<file path="src/rtl/lpm_pkg.sv">
package lpm_pkg;

	localparam int TABLE_DEPTH_DEF = 16;
	localparam int PORT_COUNT_DEF  = 4;

	localparam int ADDR_W  = 32;
	localparam int INDEX_W = 4;
	localparam int PORT_W  = 2;

	// slot numbers carried by items reach 15 at most
	localparam int INDEX_SPAN = 1 << INDEX_W;

	localparam logic FUNC_WRITE  = 1'b0;
	localparam logic FUNC_LOOKUP = 1'b1;

	typedef struct packed {
		logic [ADDR_W-1:0] dest;
		logic [ADDR_W-1:0] mask;
		logic [ADDR_W-1:0] gateway;
		logic [PORT_W-1:0] port;
	} route_entry_t;

	// compare unit control, in the cycle after the table read was issued
	typedef struct packed {
		logic               clear;
		logic               en;
		logic [INDEX_W-1:0] idx;
	} cmp_ctrl_t;

	typedef struct packed {
		logic               have;
		logic [ADDR_W-1:0]  mask;
		logic [ADDR_W-1:0]  gateway;
		logic [PORT_W-1:0]  port;
		logic [INDEX_W-1:0] idx;
	} best_route_t;

endpackage

</file>
<file path="src/rtl/lpm_table.sv">
module lpm_table
	import lpm_pkg::*;
#(
	parameter int TABLE_DEPTH = TABLE_DEPTH_DEF
) (
	input  logic                   clk,
	input  logic                   arst_n,
	input  logic                   wr_en,
	input  logic [INDEX_W-1:0]     wr_index,
	input  logic                   wr_valid,
	input  route_entry_t           wr_entry,
	input  logic [$clog2((TABLE_DEPTH < INDEX_SPAN) ? TABLE_DEPTH : INDEX_SPAN)-1:0] rd_addr,
	output route_entry_t           rd_entry,
	output logic                   rd_valid
);

	localparam int SLOTS = (TABLE_DEPTH < INDEX_SPAN) ? TABLE_DEPTH : INDEX_SPAN;
	localparam int IW    = $clog2(SLOTS);

	route_entry_t       mem [SLOTS];
	logic [SLOTS-1:0]   valid_q;
	logic               in_range;
	logic [IW-1:0]      wr_addr;

	assign in_range = 32'(wr_index) < 32'(TABLE_DEPTH);
	assign wr_addr  = wr_index[IW-1:0];

	always_ff @(posedge clk) begin
		if (wr_en && in_range) begin
			mem[wr_addr] <= wr_entry;
		end
		rd_entry <= mem[rd_addr];
	end

	always_ff @(posedge clk or negedge arst_n) begin
		if (!arst_n) begin
			valid_q  <= '0;
			rd_valid <= 1'b0;
		end else begin
			if (wr_en && in_range) begin
				valid_q[wr_addr] <= wr_valid;
			end
			rd_valid <= valid_q[rd_addr];
		end
	end

endmodule

</file>
<file path="src/rtl/lpm_match.sv">
module lpm_match
	import lpm_pkg::*;
(
	input  logic              clk,
	input  logic              arst_n,
	input  cmp_ctrl_t         ctrl,
	input  logic [ADDR_W-1:0] addr,
	input  route_entry_t      entry,
	input  logic              entry_valid,
	output best_route_t       best
);

	best_route_t best_q;
	logic        hit;
	logic        take;

	assign hit  = entry_valid && (((addr ^ entry.dest) & entry.mask) == '0);
	// strict compare keeps the lower slot on equal masks
	assign take = ctrl.en && hit && (!best_q.have || (entry.mask > best_q.mask));

	always_ff @(posedge clk or negedge arst_n) begin
		if (!arst_n) begin
			best_q <= '0;
		end else if (ctrl.clear) begin
			best_q.have <= 1'b0;
		end else if (take) begin
			best_q.have    <= 1'b1;
			best_q.mask    <= entry.mask;
			best_q.gateway <= entry.gateway;
			best_q.port    <= entry.port;
			best_q.idx     <= ctrl.idx;
		end
	end

	assign best = best_q;

endmodule

</file>
<file path="src/rtl/longest_prefix_route_lookup_top.sv">
// channel  | dir | tdata (low bit up)                                 | tuser
// s_axis   | in  | entry_index, entry_valid, entry_dest, entry_mask,  | func
//          |     | entry_gateway, entry_port, lookup_addr             |
// m_axis   | out | found, next_hop, out_port, hit_index               | -
//
// Write item: written to the table on acceptance, no result.
// Lookup: min(TABLE_DEPTH,16) table reads, one masked compare per cycle in the
// shared compare unit; not ready during the walk.
// The result sits in an output register; a new item is taken while it waits.
// Reset clears all valid bits at once.
module longest_prefix_route_lookup_top
	import lpm_pkg::*;
#(
	parameter int TABLE_DEPTH = TABLE_DEPTH_DEF
) (
	input  logic         clk,
	input  logic         arst_n,
	input  logic         s_axis_tvalid,
	output logic         s_axis_tready,
	// [3:0] entry_index, [4] entry_valid, [36:5] entry_dest, [68:37] entry_mask,
	// [100:69] entry_gateway, [102:101] entry_port, [134:103] lookup_addr, [135] zero
	input  logic [135:0] s_axis_tdata,
	// [0] func
	input  logic         s_axis_tuser,
	output logic         m_axis_tvalid,
	input  logic         m_axis_tready,
	// [0] found, [32:1] next_hop, [34:33] out_port, [38:35] hit_index, [39] zero
	output logic [39:0]  m_axis_tdata
);

	localparam int SLOTS = (TABLE_DEPTH < INDEX_SPAN) ? TABLE_DEPTH : INDEX_SPAN;
	localparam int IW    = $clog2(SLOTS);

	typedef enum logic [3:0] {
		ST_IDLE = 4'b0001,
		ST_WALK = 4'b0010,
		ST_LAST = 4'b0100,
		ST_EMIT = 4'b1000
	} state_t;

	state_t             state_q;
	logic [IW-1:0]      rd_cnt_q;
	logic [ADDR_W-1:0]  addr_q;
	logic               en_s1;
	logic [IW-1:0]      idx_s1;
	logic               out_valid_q;
	logic [39:0]        out_data_q;

	logic               in_acc;
	logic               lookup_acc;
	logic               wr_en;
	logic               out_load;
	route_entry_t       wr_entry;
	route_entry_t       rd_entry;
	logic               rd_valid;
	cmp_ctrl_t          ctrl;
	best_route_t        best;
	logic [39:0]        result;

	assign s_axis_tready = (state_q == ST_IDLE);
	assign in_acc        = s_axis_tvalid && s_axis_tready;
	assign lookup_acc    = in_acc && (s_axis_tuser == FUNC_LOOKUP);
	assign wr_en         = in_acc && (s_axis_tuser == FUNC_WRITE);
	assign out_load      = (state_q == ST_EMIT) && (!out_valid_q || m_axis_tready);

	assign wr_entry.dest    = s_axis_tdata[36:5];
	assign wr_entry.mask    = s_axis_tdata[68:37];
	assign wr_entry.gateway = s_axis_tdata[100:69];
	assign wr_entry.port    = s_axis_tdata[102:101];

	lpm_table #(
		.TABLE_DEPTH (TABLE_DEPTH)
	) u_table (
		.clk      (clk),
		.arst_n   (arst_n),
		.wr_en    (wr_en),
		.wr_index (s_axis_tdata[3:0]),
		.wr_valid (s_axis_tdata[4]),
		.wr_entry (wr_entry),
		.rd_addr  (rd_cnt_q),
		.rd_entry (rd_entry),
		.rd_valid (rd_valid)
	);

	assign ctrl.clear = lookup_acc;
	assign ctrl.en    = en_s1;
	assign ctrl.idx   = INDEX_W'(idx_s1);

	lpm_match u_match (
		.clk         (clk),
		.arst_n      (arst_n),
		.ctrl        (ctrl),
		.addr        (addr_q),
		.entry       (rd_entry),
		.entry_valid (rd_valid),
		.best        (best)
	);

	always_ff @(posedge clk or negedge arst_n) begin
		if (!arst_n) begin
			state_q     <= ST_IDLE;
			rd_cnt_q    <= '0;
			en_s1       <= 1'b0;
			out_valid_q <= 1'b0;
		end else begin
			en_s1 <= (state_q == ST_WALK);
			unique case (state_q)
				ST_IDLE: begin
					if (lookup_acc) begin
						rd_cnt_q <= '0;
						state_q  <= ST_WALK;
					end
				end
				ST_WALK: begin
					rd_cnt_q <= rd_cnt_q + 1'b1;
					if (rd_cnt_q == IW'(SLOTS - 1)) begin
						state_q <= ST_LAST;
					end
				end
				ST_LAST: begin
					// last compare lands this cycle
					state_q <= ST_EMIT;
				end
				ST_EMIT: begin
					if (out_load) begin
						state_q <= ST_IDLE;
					end
				end
				default: begin
					state_q <= ST_IDLE;
				end
			endcase
			if (out_load) begin
				out_valid_q <= 1'b1;
			end else if (m_axis_tready) begin
				out_valid_q <= 1'b0;
			end
		end
	end

	always_ff @(posedge clk) begin
		if (lookup_acc) begin
			addr_q <= s_axis_tdata[134:103];
		end
		idx_s1 <= rd_cnt_q;
		if (out_load) begin
			out_data_q <= result;
		end
	end

	// no route reports all-zero fields
	always_comb begin
		result = '0;
		if (best.have) begin
			result[0]     = 1'b1;
			result[32:1]  = best.gateway;
			result[34:33] = best.port;
			result[38:35] = best.idx;
		end
	end

	assign m_axis_tvalid = out_valid_q;
	assign m_axis_tdata  = out_data_q;

endmodule

</file>
<file path="config.mk">
export PLATFORM = sky130hd
export DESIGN_NAME = longest_prefix_route_lookup_top
export DESIGN_NICKNAME = d
export VERILOG_FILES = /design/src/rtl/lpm_pkg.sv /design/src/rtl/lpm_table.sv /design/src/rtl/lpm_match.sv /design/src/rtl/longest_prefix_route_lookup_top.sv
export SDC_FILE = /design/constraint.sdc
export NUM_CORES = 2
export LEC_CHECK = 0
export BUFFER_PORTS_ARGS = -buffer_cell sky130_fd_sc_hd__buf_4
export CORE_MARGIN = 2
export CORE_UTILIZATION = 39
export DETAILED_ROUTE_END_ITERATION = 12
export HOLD_SLACK_MARGIN = 0.12
export PLACE_DENSITY = 0.67
export SKIP_LAST_GASP = 1
export SLEW_MARGIN = 20
export SYNTH_ARGS = -nofsm -noshare
export SYNTH_HDL_FRONTEND = slang
export SYNTH_SLANG_ARGS = --single-unit
</file>
<file path="constraint.sdc">
create_clock -name clk -period 8.3 [get_ports clk]
set_clock_uncertainty 0.15 [all_clocks]
set_input_delay 0.83 -clock clk [delete_from_list [all_inputs] [get_ports clk]]
set_output_delay 0.83 -clock clk [all_outputs]
set_load 0.02 [all_outputs]
</file>
==> results.yml <==
cells_and_area:
  syn_to_final_growth_pct: 15.1
  fin_util_pct: 45.0
  seq_area_mm2: 0.0537
  multi_input_area_mm2: 0.0151
  fillCellCount: 14900
  drive_above_1_share_pct: 22.8
  finish.net_count: 4020
  mostFrequentLayoutCells: "edfxtp_1, mux2i_1, buf_4"
  fin_area_mm2: 0.0801
  layout_commonest_cell: "edfxtp_1"
grt:
  overflow: 0
  grtUsageTotal_pct: 18.0
  antenna_found_initial: 31
  grt_pass1_wl_um: 239000
  grt_pass1_vias: 35000
  grt_max_degree: 133
power_and_ir_drop:
  leakage_nw: 26.3
  finalPower_w: 0.0202
  powerDensity_mw_per_mm2: 252
  peakVddDrop_uv: 199
sta:
  fmax_mhz: 241
  rsz0062_at_grt: "no"
  fin_crit_ps: 4150
  max-slew-margin-rel_pct: 23.3
  worst_slack_ps: 4150
  slew_viol_final: 0
  setup_tns_ps: 0
  setup_violations: 0
  post-route-period-util_pct: 50.0
  worstMarginPinSlew_ps: 1150
  hold_viol: 0
yosys:
  avgSynthCellArea_um2: 19.5
  synth_ff_type: "edfxtp_1"
  postSynthCellCount: 3571
  yosysWarnings: 0
  syn_area_mm2: 0.0696
  async_flop_share_pct: 5.33
  ys_types: 45
  synth_edf_count: 1639
  synth-seq-cells: 1839
  ys_seq_area_share_pct: 77.2
  syn-num-nets: 3745
die:
  die_y_um: 426
  rows: 155
  core_mm2: 0.178
  start_util_pct: 39.1
  dieArea_mm2: 0.182
  ios: 183
  die_w_um: 426
worst_setup_path:
  cp_slowest_cell: "buf_4"
  crit_chain: "nor4b_2 > nand2_1 > nor2_1 > nand3_1 > nor2_4 > buf_4 > buf_4"
  worstPathArrival_ps: 4400
  max_stage_delay_ps: 1020
  critical_path_class: "reg -> reg"
  start_kind: "flop"
  cp_num_buf_inv: 2
  worstPathMaxFanout: 52
  crit_path_end_kind: "flop"
  cpMostUsedCell: "buf_4"
  path_delay_family: "buffers and inverters"
  cp.required_ps: 8560
placed_design:
  placed_cell_area_mm2: 0.0739
  numPortBuffers: 180
  dp_hpwl_um: 80500
  post-place-ws_ps: 4140
  gp_congestion: 0.780
detailed_routing:
  avgViaCountPerCell: 5.48
  dr.pass1.iters: 6
  vias: 34900
  routed_wl_um: 165000
  drc: 0
  wl_per_cell_um: 26.0
  ant_nets: 0
  drt_iter0_drc: 3474
run:
  cap_violations: 0
clock_network:
  cts-hold-fix-buffers: 43
  cts_tree: "built"
  clkTransAtPathRegs_ps: 60
  cts_setup_buffers: 0
  clock_path_buffers: 3
  cts_inserted_buffers: 175
  cts_htree_levels: 4
  post_cts_resized: 0
  cts-root-buf: "clkbuf_16"
  clock_latency_ps: 800
  clkSinkCount: 1839
status:
  status: "complete, no violations"
min_path:
  hp-class: "in -> reg"
## path summary, 6_finish.rpt
kind / start / to / slack (ps) / depth (start not counted)
worst max-delay path: state_q[0] / u_table.mem[14][65] / 4150 / 7
worst max register to register: state_q[0] / u_table.mem[14][65] / 4150 / 7
worst min register to register: u_table.rd_entry[22] / u_match.best[26] / 310 / 1
min in group asynchronous: arst_n / u_match.best[11] / 490 / 2
max in group asynchronous: arst_n / rd_cnt_q[3] / 6040 / 3
worst min-delay path: s_axis_tdata[82] / u_table.mem[14][15] / 180 / 1
## report_power, final
group	internal, W	switching, W	total [W]
Clock	0.00452	0.00341	0.00793
Sequential	0.0103	0.000163	0.0104
Combinational	0.000868	0.000951	0.00182
Total	0.0157	0.00453	0.0202
## state kept, by name, summed over array words and instances, names as in the netlist
signal            cells
addr_q               32
en_s1                 1
idx_s1                4
m_axis_tdata         39
m_axis_tvalid         1
rd_cnt_q              4
state_q               4
u_match.best         71
u_table.mem        1568
u_table.rd_entry     98
u_table.rd_valid      1
u_table.valid_q      16
## metrics by stage
stage | hold WS (ps) | instances
2_1_floorplan | 222 | 3571
3_3_place_gp | 294 | 5981
3_5_place_dp | 297 | 5981
4_1_cts | 120 | 6355
5_1_grt | 165 | 6358
6_report | 178 | 6360
## logic make-up (layout without fill, tap and decap cells)
group                    count (synthesis)  count (layout)  share of synthesized area [%]
multiplexers                           680             680                           14.1
AND/OR/NAND/NOR                        224             224                           1.52
adder cells (fa/ha/maj)                 33              33                          0.593
XOR/XNOR                                32              32                          0.403
buffers and inverters                  215             644                           1.28
other                                    1               6                        0.00539
AO/OA/AOI/OAI                          547             547                           4.96
flip-flops                            1839            1839                           77.2
## cell type report
class | count | share of cell area [%]
diodes | 5 | 0.0156
flip-flops and latches | 1839 | 67.1
well taps | 2355 | 3.68
clock buffers | 240 | 6.04
clock inverters | 91 | 1.10
repair buffers | 276 | 2.97
inverters | 37 | 0.173
multi-input cells | 1517 | 18.9
## synthesized netlist by cell type, types with 70 or more instances
master	count	share of area, %
mux2_2	115	1.9
mux2_4	70	1.5
mux4_2	198	6.4
clkbuf_1	117	0.63
o21ai_0	209	1.5
edfxtp_1	1639	71
a22oi_1	109	1.2
dfxtp_1	102	2.9
a221oi_1	103	1.3
nand2_1	118	0.64
dfrtp_1	97	3.5
a21oi_1	116	0.83
mux2i_1	297	4.3
## layer usage
layer  part of all wire, %  GRT usage (%)
met1                    41           24.0
met3                   6.1           2.67
met2                    51           30.8
met4                   2.0           5.13
met5                 0.057              0
(Power assumes the default switching activity.)
